$ cat src/rtl/slrg_pkg.sv
// ----------------------------------------------------------------------------
// slrg_pkg - shared definitions for the shuffled Lehmer generator
// Item types, Lehmer constants, control word layout and the microcode
// program that sequences the datapath.
// ----------------------------------------------------------------------------
`default_nettype none

package slrg_pkg;

	// Lehmer generator constants
	localparam int          TABLE_DEPTH_DEF = 32;
	localparam logic [31:0] LEH_MOD         = 32'h7FFF_FFFF;
	localparam logic [15:0] LEH_MUL         = 16'd16807;
	localparam logic [23:0] FRAC_CAP        = 24'd16777214;

	// Channel items
	typedef struct packed {
		logic               op;
		logic signed [31:0] seed_value;
	} in_item_t;

	typedef struct packed {
		logic [30:0] raw_value;
		logic [23:0] fraction;
		logic [30:0] state_out;
	} out_item_t;

	// Operation codes of the input item
	localparam logic OP_DRAW = 1'b0;
	localparam logic OP_LOAD = 1'b1;

	// Working register source select
	localparam logic [1:0] X_HOLD = 2'd0;
	localparam logic [1:0] X_LOAD = 2'd1;
	localparam logic [1:0] X_INIT = 2'd2;
	localparam logic [1:0] X_RED  = 2'd3;

	// Multiplier operand select
	localparam logic [1:0] MUL_LEH = 2'd0;
	localparam logic [1:0] MUL_RCP = 2'd1;
	localparam logic [1:0] MUL_REM = 2'd2;

	// Jump conditions
	localparam logic [1:0] J_NEXT     = 2'd0;
	localparam logic [1:0] J_GOTO     = 2'd1;
	localparam logic [1:0] J_NORESEED = 2'd2;
	localparam logic [1:0] J_CNT_NZ   = 2'd3;

	// Microprogram step addresses
	localparam int UPC_W = 4;
	localparam logic [UPC_W-1:0] S_IDLE  = 4'd0;
	localparam logic [UPC_W-1:0] S_CHECK = 4'd1;
	localparam logic [UPC_W-1:0] S_INIT  = 4'd2;
	localparam logic [UPC_W-1:0] S_FMUL  = 4'd3;
	localparam logic [UPC_W-1:0] S_FRED  = 4'd4;
	localparam logic [UPC_W-1:0] S_LAST  = 4'd5;
	localparam logic [UPC_W-1:0] S_DRAW  = 4'd6;
	localparam logic [UPC_W-1:0] S_DRED  = 4'd7;
	localparam logic [UPC_W-1:0] S_QEST  = 4'd8;
	localparam logic [UPC_W-1:0] S_QMUL  = 4'd9;
	localparam logic [UPC_W-1:0] S_QFIX  = 4'd10;
	localparam logic [UPC_W-1:0] S_READ  = 4'd11;
	localparam logic [UPC_W-1:0] S_EMIT  = 4'd12;

	// One control word per step
	typedef struct packed {
		logic [UPC_W-1:0] target;
		logic [1:0]       jmp;
		logic             take;
		logic [1:0]       x_sel;
		logic             mul_en;
		logic [1:0]       mul_sel;
		logic             cnt_load;
		logic             fill;
		logic             last_ld;
		logic             q_est;
		logic             q_fix;
		logic             tab_rd;
		logic             emit;
	} ucode_t;

	// Status fed back from the datapath
	typedef struct packed {
		logic reseed;
		logic cnt_nz;
		logic out_busy;
	} stat_t;

	// Microcode store
	function automatic ucode_t ucode_rom(input logic [UPC_W-1:0] addr);
		ucode_t cw;
		cw     = '0;
		cw.jmp = J_NEXT;
		case (addr)
			// wait for an item, capture it
			S_IDLE: begin
				cw.take  = 1'b1;
				cw.x_sel = X_LOAD;
			end
			// skip the table fill unless a re-seed is due
			S_CHECK: begin
				cw.jmp    = J_NORESEED;
				cw.target = S_DRAW;
			end
			S_INIT: begin
				cw.x_sel    = X_INIT;
				cw.cnt_load = 1'b1;
			end
			S_FMUL: begin
				cw.mul_en  = 1'b1;
				cw.mul_sel = MUL_LEH;
			end
			S_FRED: begin
				cw.x_sel  = X_RED;
				cw.fill   = 1'b1;
				cw.jmp    = J_CNT_NZ;
				cw.target = S_FMUL;
			end
			S_LAST: begin
				cw.last_ld = 1'b1;
			end
			S_DRAW: begin
				cw.mul_en  = 1'b1;
				cw.mul_sel = MUL_LEH;
			end
			S_DRED: begin
				cw.x_sel   = X_RED;
				cw.mul_en  = 1'b1;
				cw.mul_sel = MUL_RCP;
			end
			S_QEST: begin
				cw.q_est = 1'b1;
			end
			S_QMUL: begin
				cw.mul_en  = 1'b1;
				cw.mul_sel = MUL_REM;
			end
			S_QFIX: begin
				cw.q_fix = 1'b1;
			end
			S_READ: begin
				cw.tab_rd = 1'b1;
			end
			S_EMIT: begin
				cw.emit   = 1'b1;
				cw.jmp    = J_GOTO;
				cw.target = S_IDLE;
			end
			default: begin
				cw.jmp    = J_GOTO;
				cw.target = S_IDLE;
			end
		endcase
		return cw;
	endfunction

endpackage

`default_nettype wire

$ cat src/rtl/slrg_chan_if.sv
// ----------------------------------------------------------------------------
// slrg_chan_if - valid/ready channel
// Carries one item per handshake; the item type is set per instance.
// ----------------------------------------------------------------------------
`default_nettype none

interface slrg_chan_if #(
	parameter type item_t = logic
) ();
	logic  valid;
	logic  ready;
	item_t payload;

	modport source (output valid, output payload, input ready);
	modport sink   (input valid, input payload, output ready);
endinterface

`default_nettype wire

$ cat src/rtl/slrg_useq.sv
// ----------------------------------------------------------------------------
// slrg_useq - microcode sequencer
// Step counter, control store fetch and conditional jumps. Stalls on an
// empty input channel or a full output register.
// ----------------------------------------------------------------------------
`default_nettype none

module slrg_useq (
	input  logic             clk,
	input  logic             arst_n,
	input  logic             cmd_valid,
	input  slrg_pkg::stat_t  stat,
	output slrg_pkg::ucode_t cw,
	output logic             run
);
	import slrg_pkg::*;

	logic [UPC_W-1:0] upc_q;
	logic [UPC_W-1:0] upc_nxt;

	// Fetch the control word of the current step
	assign cw  = ucode_rom(upc_q);
	assign run = !((cw.take && !cmd_valid) || (cw.emit && stat.out_busy));

	// Pick the next step
	always_comb begin
		case (cw.jmp)
			J_NEXT:     upc_nxt = upc_q + 1'b1;
			J_GOTO:     upc_nxt = cw.target;
			J_NORESEED: upc_nxt = stat.reseed ? upc_q + 1'b1 : cw.target;
			J_CNT_NZ:   upc_nxt = stat.cnt_nz ? cw.target : upc_q + 1'b1;
			default:    upc_nxt = S_IDLE;
		endcase
	end

	// Advance, or hold while stalled
	always_ff @(posedge clk or negedge arst_n) begin
		if (!arst_n) begin
			upc_q <= S_IDLE;
		end else if (run) begin
			upc_q <= upc_nxt;
		end
	end

endmodule

`default_nettype wire

$ cat src/rtl/slrg_dpath.sv
// ----------------------------------------------------------------------------
// slrg_dpath - generator datapath
// Shared multiplier with a registered product, modular reduction, index
// division by reciprocal, shuffle table memory and the output register.
// ----------------------------------------------------------------------------
`default_nettype none

module slrg_dpath #(
	parameter int TABLE_DEPTH = slrg_pkg::TABLE_DEPTH_DEF
) (
	input  logic                clk,
	input  logic                arst_n,
	input  slrg_pkg::ucode_t    cw,
	input  logic                run,
	input  slrg_pkg::in_item_t  cmd_item,
	input  logic                res_ready,
	output logic                res_valid,
	output slrg_pkg::out_item_t res_item,
	output slrg_pkg::stat_t     stat
);
	import slrg_pkg::*;

	localparam int IDX_W = $clog2(TABLE_DEPTH);
	localparam int QW    = $clog2(TABLE_DEPTH) + 1;
	localparam int CNT_W = $clog2(TABLE_DEPTH + 8);
	// Bucket width of the index division and its reciprocal (scaled by 2^31)
	localparam logic [31:0] DIV = 32'd1 + (LEH_MOD - 32'd1) / TABLE_DEPTH;
	localparam logic [63:0] RCP_FULL = 64'h8000_0000 / {32'd0, DIV};
	localparam logic [15:0] RCP = RCP_FULL[15:0];

	// Architectural state
	logic [30:0] lehmer_q;
	logic [30:0] last_q;
	logic [30:0] tab_mem [TABLE_DEPTH];

	// Working registers
	logic [31:0]      x_q;
	logic [31:0]      seed_q;
	logic             neg_q;
	logic             reseed_q;
	logic [CNT_W-1:0] cnt_q;
	logic [QW-1:0]    q_q;
	logic [IDX_W-1:0] idx_q;
	logic [30:0]      rd_q;
	logic [47:0]      prod_s1;
	logic             out_valid_q;
	out_item_t        res_q;

	// Combinational
	logic [31:0]      mul_a;
	logic [15:0]      mul_b;
	logic [31:0]      red_sum;
	logic [31:0]      red_val;
	logic [30:0]      red31;
	logic [31:0]      seed_u;
	logic             ld_nonpos;
	logic [30:0]      rem;
	logic [QW:0]      q_fixed;
	logic             fill_wr;
	logic [23:0]      frac_t;
	logic [31:0]      frac_sum;
	logic [24:0]      frac_q;
	logic [23:0]      frac;

	assign seed_u    = $unsigned(cmd_item.seed_value);
	assign ld_nonpos = seed_u[31] || (seed_u == 32'd0);

	// Multiplier operand select
	always_comb begin
		case (cw.mul_sel)
			MUL_LEH: begin
				mul_a = x_q;
				mul_b = LEH_MUL;
			end
			MUL_RCP: begin
				mul_a = {1'b0, last_q};
				mul_b = RCP;
			end
			MUL_REM: begin
				mul_a = DIV;
				mul_b = 16'(q_q);
			end
			default: begin
				mul_a = x_q;
				mul_b = LEH_MUL;
			end
		endcase
	end

	// Register the product
	always_ff @(posedge clk) begin
		if (run && cw.mul_en) begin
			prod_s1 <= {16'd0, mul_a} * {32'd0, mul_b};
		end
	end

	// Reduce mod 2^31-1: fold the high part onto the low part, one subtract
	always_comb begin
		red_sum = {1'b0, prod_s1[30:0]} + {15'd0, prod_s1[47:31]};
		red_val = (red_sum >= LEH_MOD) ? (red_sum - LEH_MOD) : red_sum;
		red31   = red_val[30:0];
	end

	// Correct the reciprocal estimate by one, then saturate
	always_comb begin
		rem     = last_q - prod_s1[30:0];
		q_fixed = {1'b0, q_q} + {{QW{1'b0}}, (rem >= DIV[30:0])};
	end

	// Working value, captured item, loop counter, quotient estimate and table index
	always_ff @(posedge clk) begin
		if (run) begin
			case (cw.x_sel)
				X_LOAD:  x_q <= (cmd_item.op == OP_LOAD) ? seed_u : {1'b0, lehmer_q};
				X_INIT:  x_q <= neg_q ? (~seed_q + 32'd1) : 32'd1;
				X_RED:   x_q <= {1'b0, red31};
				default: x_q <= x_q;
			endcase
			if (cw.take) begin
				seed_q   <= seed_u;
				neg_q    <= (cmd_item.op == OP_LOAD) && seed_u[31];
				reseed_q <= ((cmd_item.op == OP_LOAD) ? ld_nonpos : (lehmer_q == 31'd0))
					|| (last_q == 31'd0);
			end
			if (cw.cnt_load) begin
				cnt_q <= CNT_W'(TABLE_DEPTH + 7);
			end else if (cw.fill && (cnt_q != '0)) begin
				cnt_q <= cnt_q - 1'b1;
			end
			if (cw.q_est) begin
				q_q <= prod_s1[31 +: QW];
			end
			if (cw.q_fix) begin
				idx_q <= (q_fixed >= (QW+1)'(TABLE_DEPTH)) ? IDX_W'(TABLE_DEPTH - 1)
					: q_fixed[IDX_W-1:0];
			end
		end
	end

	// Shuffle table: fill during re-seed, swap on emit
	assign fill_wr = cw.fill && (cnt_q < CNT_W'(TABLE_DEPTH));

	always_ff @(posedge clk) begin
		if (run && fill_wr) begin
			tab_mem[cnt_q[IDX_W-1:0]] <= red31;
		end else if (run && cw.emit) begin
			tab_mem[idx_q] <= x_q[30:0];
		end
		if (run && cw.tab_rd) begin
			rd_q <= tab_mem[idx_q];
		end
	end

	// Q0.24 fraction: divide by 2^31-1 as shift plus one-step correction
	always_comb begin
		frac_t   = rd_q[30:7];
		frac_sum = {8'd0, frac_t} + {1'b0, rd_q[6:0], 24'd0};
		frac_q   = {1'b0, frac_t} + {24'd0, (frac_sum >= LEH_MOD)};
		frac     = (frac_q > {1'b0, FRAC_CAP}) ? FRAC_CAP : frac_q[23:0];
	end

	// Output payload
	always_ff @(posedge clk) begin
		if (run && cw.emit) begin
			res_q.raw_value <= rd_q;
			res_q.fraction  <= frac;
			res_q.state_out <= x_q[30:0];
		end
	end

	// Generator state and output valid
	always_ff @(posedge clk or negedge arst_n) begin
		if (!arst_n) begin
			lehmer_q    <= '0;
			last_q      <= '0;
			out_valid_q <= 1'b0;
		end else begin
			if (run && cw.last_ld) begin
				last_q <= x_q[30:0];
			end
			if (run && cw.emit) begin
				last_q      <= rd_q;
				lehmer_q    <= x_q[30:0];
				out_valid_q <= 1'b1;
			end else if (res_ready) begin
				out_valid_q <= 1'b0;
			end
		end
	end

	assign res_valid     = out_valid_q;
	assign res_item      = res_q;
	assign stat.reseed   = reseed_q;
	assign stat.cnt_nz   = (cnt_q != '0);
	assign stat.out_busy = out_valid_q && !res_ready;

endmodule

`default_nettype wire

$ cat src/rtl/shuffled_lehmer_random_generator_core.sv
// ----------------------------------------------------------------------------
// shuffled_lehmer_random_generator_core - shuffled Lehmer uniform generator
// Minimal standard multiplicative generator behind a shuffle table.
// ----------------------------------------------------------------------------
// Usage:
//   cmd carries one item per draw: op selects drawing from the kept state
//   or loading seed_value first. res returns one item per cmd item: the
//   shuffled integer, its Q0.24 fraction and the updated Lehmer state.
//   Items are handled one at a time by a microcoded sequencer.
//   The next item can be accepted in the cycle after a plain draw has
//   reached the result register. The shared multiplier is the limit:
//   it is used three times per draw (Lehmer step, index reciprocal,
//   index remainder). A re-seed adds TABLE_DEPTH+8 Lehmer steps, each
//   through the multiplier and then the reducer.
//   Reset clears the Lehmer state and the last output, so the first item
//   after reset always re-seeds; the table is written before it is read.
//   The result register lets a new item be accepted while a result waits;
//   if the receiver stalls, the sequencer holds at its final step until
//   the register is free.
// ----------------------------------------------------------------------------
`default_nettype none

module shuffled_lehmer_random_generator_core #(
	parameter int TABLE_DEPTH = slrg_pkg::TABLE_DEPTH_DEF
) (
	input logic         clk,
	input logic         arst_n,
	slrg_chan_if.sink   cmd,
	slrg_chan_if.source res
);
	import slrg_pkg::*;

	ucode_t    cw;
	stat_t     stat;
	logic      run;
	logic      res_valid;
	out_item_t res_item;

	// Sequencer
	slrg_useq u_seq (
		.clk       (clk),
		.arst_n    (arst_n),
		.cmd_valid (cmd.valid),
		.stat      (stat),
		.cw        (cw),
		.run       (run)
	);

	// Datapath
	slrg_dpath #(
		.TABLE_DEPTH (TABLE_DEPTH)
	) u_dpath (
		.clk       (clk),
		.arst_n    (arst_n),
		.cw        (cw),
		.run       (run),
		.cmd_item  (cmd.payload),
		.res_ready (res.ready),
		.res_valid (res_valid),
		.res_item  (res_item),
		.stat      (stat)
	);

	assign cmd.ready   = cw.take;
	assign res.valid   = res_valid;
	assign res.payload = res_item;

endmodule

`default_nettype wire

$ cat src/flat_wrapper.sv
// flat-port wrapper written by rule: the top's interface ports become plain ports
module shuffled_lehmer_random_generator_core_flat import slrg_pkg::*;
#(
	parameter int TABLE_DEPTH = slrg_pkg::TABLE_DEPTH_DEF
)
  (clk, arst_n, cmd_valid, cmd_payload, cmd_ready, res_valid, res_payload, res_ready);
  slrg_chan_if #(.item_t(in_item_t)) cmd_i ();
  slrg_chan_if #(.item_t(out_item_t)) res_i ();
  input logic clk;
  input logic arst_n;
  input wire logic [$bits(cmd_i.valid)-1:0] cmd_valid;
  input wire logic [$bits(cmd_i.payload)-1:0] cmd_payload;
  output wire logic [$bits(cmd_i.ready)-1:0] cmd_ready;
  output wire logic [$bits(res_i.valid)-1:0] res_valid;
  output wire logic [$bits(res_i.payload)-1:0] res_payload;
  input wire logic [$bits(res_i.ready)-1:0] res_ready;
  assign cmd_i.valid = cmd_valid;
  assign cmd_i.payload = cmd_payload;
  assign cmd_ready = cmd_i.ready;
  assign res_valid = res_i.valid;
  assign res_payload = res_i.payload;
  assign res_i.ready = res_ready;
  shuffled_lehmer_random_generator_core #(.TABLE_DEPTH(TABLE_DEPTH)) u_core (.clk(clk), .arst_n(arst_n), .cmd(cmd_i), .res(res_i));
endmodule
$ cat config.mk
export PLATFORM = sky130hd
export DESIGN_NAME = shuffled_lehmer_random_generator_core_flat
export DESIGN_NICKNAME = d
export VERILOG_FILES = /design/src/rtl/slrg_pkg.sv /design/src/rtl/slrg_chan_if.sv /design/src/rtl/slrg_useq.sv /design/src/rtl/slrg_dpath.sv /design/src/rtl/shuffled_lehmer_random_generator_core.sv /design/src/flat_wrapper.sv
export SDC_FILE = /design/constraint.sdc
export NUM_CORES = 2
export LEC_CHECK = 0
export BUFFER_PORTS_ARGS = -buffer_cell sky130_fd_sc_hd__buf_2
export CAP_MARGIN = 10
export CORE_MARGIN = 2
export CORE_UTILIZATION = 49
export CTS_CLUSTER_DIAMETER = 100
export DETAILED_ROUTE_END_ITERATION = 7
export GPL_TIMING_DRIVEN = 0
export PLACE_DENSITY = 0.77
export SYNTH_ARGS = -nofsm -noshare
export SYNTH_HDL_FRONTEND = slang
export SYNTH_SLANG_ARGS = --single-unit
$ cat constraint.sdc
create_clock -name clk -period 12.5 [get_ports clk]
set_clock_uncertainty 0.1 [all_clocks]
set_input_delay 0.625 -clock clk [delete_from_list [all_inputs] [get_ports clk]]
set_output_delay 0.625 -clock clk [all_outputs]
set_load 0.02 [all_outputs]
Word-level counts from Yosys, hierarchy flattened
Memory sizes are Yosys's and may differ from the RTL's. A register that Yosys moved wholly into a read port is not among the register bits.
Cells that the tools add are included.
- flip-flop bits (word level): 284
- bits in writable memories: 992
- input bits: 37
- output and inout bits: 88
- logic and storage cells: 124
- memories: 1
- memory list (memory ; depth ; bits a word ; rd ports ; clocked after Yosys merged registers in ; wr ports ; line ; text):
    u_core.u_dpath.tab_mem ; 32 ; 31 ; 1 ; 1 ; 1 ; slrg_dpath.sv:34 ; logic [30:0] tab_mem [TABLE_DEPTH];
- add/subtract/negate cells: 9
- multiply operators: 1
- $lt $le $gt $ge: 6
- equal/unequal tests: 20
- muxes and demuxes: 34
- bitwise logic cells: 2
- reduce and logical (&&, ||, !) cells: 36
- operators by type and width (cell ; count):
    $mux 31 ; 4
    $pmux 32 s3 ; 1
    $ge 32x31->1 const B ; 2
    $mux 32 ; 2
    $pmux 32 s2 ; 1
    $logic_not 31->1 ; 2
    $mul 32x16->48 ; 1
    $add 24x31->32 ; 1
    $add 31x17->32 ; 1
    $add 32x1->32 const B ; 1
    $logic_not 32->1 ; 1
    $not 32->32 ; 1
    $ge 31x27->1 const B ; 1
    $reduce_or 31->1 ; 1
    $sub 31x31->31 ; 1
    $sub 31x31->31 const B ; 1
    $pmux 15 s2 ; 1
    $add 24x1->25 ; 1
    $gt 25x24->1 const B ; 1
    $eq 4x4->1 const B ; 5
    $mux 1 ; 17
    $eq 4x3->1 const B ; 4
    $pmux 4 s4 ; 1
    $pmux 5 s3 ; 1
    26 further kinds ; 55

Depth between registers and ports, before layout
- word-level depth: 11
- mapped depth: 34
- depth with buffers taken out: 31

Hierarchy
From an unflattened synthesis, not the netlist that was laid out.
- cells, all modules: 4174
- area total of the unflattened synthesis: 64465.6 um^2
- modules (own cells, without submodules) (module ; instances ; cells each ; area each (um^2)):
    slrg_dpath ; 1 ; 4103 ; 63918.8
    slrg_useq ; 1 ; 71 ; 546.8

Least setup slack after synthesis
Ideal clock, no wire load.
- path kind: register to register
- start point: register u_core.u_seq.upc_q[3]
- end point: register u_core.u_dpath.prod_s1[43] (data pin)
- library setup time: 258 ps
- data arrival time: 8444 ps
- required time: 12142 ps
- path slack: 3698 ps
- stages on the path, launching flop included: 31
- path buffers: 5
- period minus slack after synthesis: 8802 ps
- path through: dfrtp_1 > clkbuf_1 > buf_1 > nor2b_1 > nand2_1 > ha_1 > clkbuf_1 > clkbuf_1 > inv_1 > a211oi_1 > clkbuf_1 > nor2_1 > fa_1 > inv_1 > fa_1 > inv_1 > fa_1 > fa_1 > fa_1 > fa_1 > ha_1 > a21o_1 > a21o_1 > a221oi_1 > o31a_1 > a31oi_1 > o31a_1 > o41a_1 > a211o_1 > a21oi_1 > xnor2_1
- word-level cells in the longest chain between the ends: 6
- elaborated cells between the ends (all ways): 11
- those cells by class: mul: 1; eq/ne: 6; mux: 3; reduce/logical: 1
- RTL lines (element ; line ; text):
    from (decl) ; slrg_useq.sv:18 ; logic [UPC_W-1:0] upc_q;
    from (signal assigned) ; slrg_useq.sv:41 ; upc_q <= upc_nxt;
    $eq 4x3->1 or $eq 4x2->1 (tied branches) ; slrg_pkg.sv:94 ; case (addr)
    $reduce_or 2->1 (no source line) ; - ;
    $pmux 3 s3 (*) ; slrg_pkg.sv:94 ;
    $eq 2x2->1 or $eq 2x1->1 (tied branches) ; slrg_dpath.sv:70 ; case (cw.mul_sel)
    $pmux 32 s2 or $pmux 15 s2 (tied branches) ; slrg_dpath.sv:70 ;
    $mul 32x16->48 (*) ; slrg_dpath.sv:93 ; prod_s1 <= {16'd0, mul_a} * {32'd0, mul_b};
    to (signal assigned) ; slrg_dpath.sv:93 ;
    to (decl) ; slrg_dpath.sv:45 ; logic [47:0] prod_s1;
Mark *: on every way between the ends. The rest lies on a longest branch, timed or not.
A chain may end at the register's enable or synchronous reset.

Final worst setup path
- start point: register u_core.u_seq.upc_q[3]
- end point: register u_core.u_dpath.prod_s1[42] (data pin)
The elaborated chain is that of the path after synthesis.

==> flow_summary.rst <==
.. list-table::
   :header-rows: 1

   * - Metric
     - Value
   * - Insertion delay to the later sink of the worst-skew pair
     - ~0.79 ns
   * - Placer's final routability congestion estimate
     - approximately 0.98
   * - Post-Synth Simple-Gate Area
     - between 7 and 8%
   * - Most instantiated flip-flop cell in the synthesis netlist
     - edfxtp_1
   * - Result of the run
     - complete, no violations
   * - Final Hold Fails
     - 0
   * - Critical Path RT
     - between 10 and 15 ns
   * - Cell Rows
     - approximately 130
   * - Worst hold margin
     - between 0.03 and 0.04 ns
   * - Class of the tightest hold or removal check
     - in2reg
   * - Number of unique standard cell types used by synthesis
     - 90
   * - Crit. End Element
     - register
   * - Highest fanout seen on the critical path
     - 10
   * - Cell count after synthesis
     - 4184
   * - First drt pass iteration count
     - 7
   * - Hold Path Origin
     - cmd_payload[25]
   * - Startpoint of the worst setup timing path
     - u_core.u_seq.upc_q[3]
   * - NumNets Final
     - roughly 5000
   * - Cell accounting for the most synthesized area
     - edfxtp_1
   * - Total detailed-routing wirelength
     - a little over 200000 um
   * - EDFF count, synth
     - roughly 1200
   * - Initial core utilization
     - ~49%
   * - Reg2reg path depth
     - 34
   * - Setup repair after global routing missed its margin
     - no
   * - Part of the cycle the worst path needs
     - 95.79%
   * - Sequential cell area
     - around 0.039 mm^2
   * - Global router's overall resource usage
     - ~30%
   * - Final period demand of the worst path
     - 11.97 ns
   * - Net count after synthesis
     - approximately 4700
   * - Num Clock Sinks
     - ~1300
   * - Routed wire length per instance
     - between 30 and 40 um
   * - Antenna viol nets, final
     - 0
   * - Starting DRT DRC Count
     - 6564
   * - Vias in the first global route
     - ~41000
   * - Synth-to-layout area growth
     - 14.40%
   * - Port Buffer Count
     - 123
   * - Antenna violations before repair
     - 21
   * - DR vias/cell
     - approximately 6.5
   * - Compound-cell area share of the yosys netlist
     - under 10%
   * - I/O pin total
     - 125
   * - Area share of the largest cell type after synthesis
     - around 58%
   * - Most common cell after layout, fill and taps aside
     - edfxtp_1
   * - Half-perimeter wire length of the detailed placement result
     - 135600 um
   * - Flip-flop and latch count after synthesis
     - around 1300
   * - Max-Slew Margin vs Limit
     - under 10%
   * - Share of the synthesized netlist area taken by xor and xnor gates
     - under 10%
   * - Worst Max-Slew Pin Slew
     - around 1.4 ns
   * - Maximum number of pins on one net before global-route repair
     - 60
   * - Top cells by area, synth
     - edfxtp_1 (58%), mux4_2 (11%), fa_1 (6.3%)
   * - First-pass GRT wire length
     - 291700 um
   * - Clock tree from TritonCTS
     - done
   * - Post-Place Cell Area
     - about 0.069 mm^2
   * - Area taken by multi-input logic gates
     - 0.02369 mm^2
   * - Synth Cell Area
     - 0.06421 mm^2
   * - Number of fill cells in the layout
     - between 9000 and 10000
   * - Synth async-reset ratio
     - under 10%
   * - Most used cell, CP
     - fa_1
   * - Startpoint kind of the worst setup timing path
     - register
   * - Combinational family with the most area after synthesis
     - multiplexers
   * - Die Area
     - ~0.13 mm^2
   * - Sum of negative setup slack
     - 0 ns
   * - Critical path start-end classification
     - reg2reg
   * - Slowest library cell on the worst path
     - clkbuf_1
   * - Remaining Overflow, GRT
     - 0
   * - Share of the yosys chip area belonging to registers
     - between 60 and 70%
   * - Post-route DRC violation count
     - 0
   * - Number of setup violations in the final report
     - 0
   * - H-tree depth
     - 4
   * - Number of buffers created by CTS
     - roughly 130
   * - Fmax
     - 83.52 MHz
   * - Placeable core region
     - about 0.13 mm^2
   * - Root Driver
     - clkbuf_16
   * - Max-cap violations
     - 0
   * - Min-Delay Path Depth
     - 1
   * - Die boundary height
     - roughly 370 um
   * - Clock input transition at the sequential cells of the worst setup and hold paths
     - about 0.07 ns
   * - Peak per-stage delay on the critical path
     - approximately 0.60 ns
   * - Die Wd
     - between 300 and 400 um
   * - YS warnings
     - 0
   * - Synth Area per Inst
     - 15.35 um^2
   * - CTS max path bufs
     - 3
   * - Number of vias in the routed layout
     - ~42000
   * - Worst path arrival time
     - between 10 and 15 ns
   * - Adder-cell area share of the yosys netlist
     - 10.89%
   * - Proportion of synthesized area in mux cells
     - about an eighth
   * - Top library cells by usage in the layout, fill and taps aside
     - edfxtp_1 (1239), inv_1 (364), mux4_2 (310), nand2_1 (277), nor2_1 (260)
   * - Design area
     - 0.07345 mm^2
   * - Reg-to-reg critical path startpoint
     - u_core.u_seq.upc_q[3]
   * - Layout cell share with drive strength beyond 1
     - approximately 18%
   * - Final Slew Violations
     - 0
## registers in the layout, summed over array words and instances (netlist names), 5 cells and up
signal                   flops
u_core.u_dpath.seed_q       32
u_core.u_dpath.res_item     86
u_core.u_dpath.q_q           6
u_core.u_dpath.cnt_q         6
u_core.u_dpath.x_q          32
u_core.u_dpath.tab_mem     992
u_core.u_dpath.lehmer_q     31
u_core.u_dpath.rd_q         31
u_core.u_dpath.prod_s1      47
u_core.u_dpath.idx_q         5
u_core.u_dpath.last_q       31
## layer usage
metal	vias up	share of wire, %	GRT usage [%]	wire length, um
li1	16510	-	-	-
met3	719	13	8.377	26510
met5	-	0.13	0	260
met4	32	5.9	15.55	12220
met1	20980	35	39.33	72670
met2	3365	46	47.00	95710
## worst max-delay path: cells and delay by family, from the launching register on
kind / cells / cell delay [ns]
adders and majority gates: 8 / 3.86
AOI/OAI and AO/OA: 8 / 2.53
and+or+nand+nor: 5 / 0.93
DFF: 1 / 0.35
buffers and inverters: 12 / 3.43
xor gates and xnor gates: 1 / 0.41
## final cells by class
class / instances / area share [%]
well taps: 1742 / 2.967
repair buffers: 220 / 3.156
plain buffers: 170 / 0.9795
diodes: 8 / 0.02725
clock inverters: 84 / 1.179
multi-input cells: 2344 / 32.26
flip-flops and latches: 1306 / 52.94
inverters: 364 / 1.860
clock buffers: 157 / 4.638
## path summary, 6_finish.rpt
kind	end	slack [ns]
min in group asynchronous	u_core.u_dpath.last_q[10]	0.16
max in group asynchronous	u_core.u_dpath.lehmer_q[29]	11.50
hold / removal	u_core.u_dpath.seed_q[25]	0.03
setup / recovery	u_core.u_dpath.prod_s1[42]	0.53
setup reg to reg	u_core.u_dpath.prod_s1[42]	0.53
hold reg to reg	u_core.u_dpath.res_item[80]	0.35
## synthesized netlist by cell type, types with 7 or more instances
library cell and instances:
edfxtp_1 1239, inv_1 364, mux4_2 310, nor2_1 293
nand2_1 277, ha_1 234, fa_1 203, a21oi_1 122
clkbuf_1 114, o21ai_0 90, nand3_1 74, dfrtp_1 67
xnor2_1 65, nor2b_1 48, nor3_1 41, nand4_1 40
xor2_1 40, a21o_1 39, buf_1 37, mux2i_1 34
a22oi_1 32, mux2_2 32, nor4_1 32, nand2b_1 26
and3_1 23, a31oi_1 20, and2_1 20, o31ai_1 18
o221ai_1 17, or2_2 17, o21a_1 16, or3_1 14
o211ai_1 12, a211oi_1 10, nand3b_1 10, or4_1 8
buf_4 7, o21bai_1 7, o22ai_1 7
## what timing repair did
action                     in CTS  in global routing
setup buffers                   0                  0
hold endpoints to repair       84                  0
hold buffers                   18                  0
resized for setup               0                  2
setup endpoints to repair       0                  3
## cell families (layout without fill, tap and decap cells)
family | Yosys count | in the layout
other | 2 | 10
and+or+nand+nor | 965 | 965
adders and majority gates | 437 | 437
AOI/OAI and AO/OA | 458 | 458
DFF | 1306 | 1306
xor gates and xnor gates | 106 | 106
buffers and inverters | 534 | 995
muxes | 376 | 376
## per-stage QoR
step | cells | util (%) | setup slack [ns]
after floorplan | 4184 | - | 3.698
after global placement | 6049 | 51.61 | 0.4621
after detailed placement | 6115 | 52.96 | 0.6414
after CTS | 6374 | 56.39 | 0.3605
after global routing | 6387 | 56.57 | 0.2119
final | 6395 | 56.58 | 0.5268
Power is left out: the tool's default activity adds up to more than one toggle a clock period on the data nets, which glitch-free logic cannot reach.
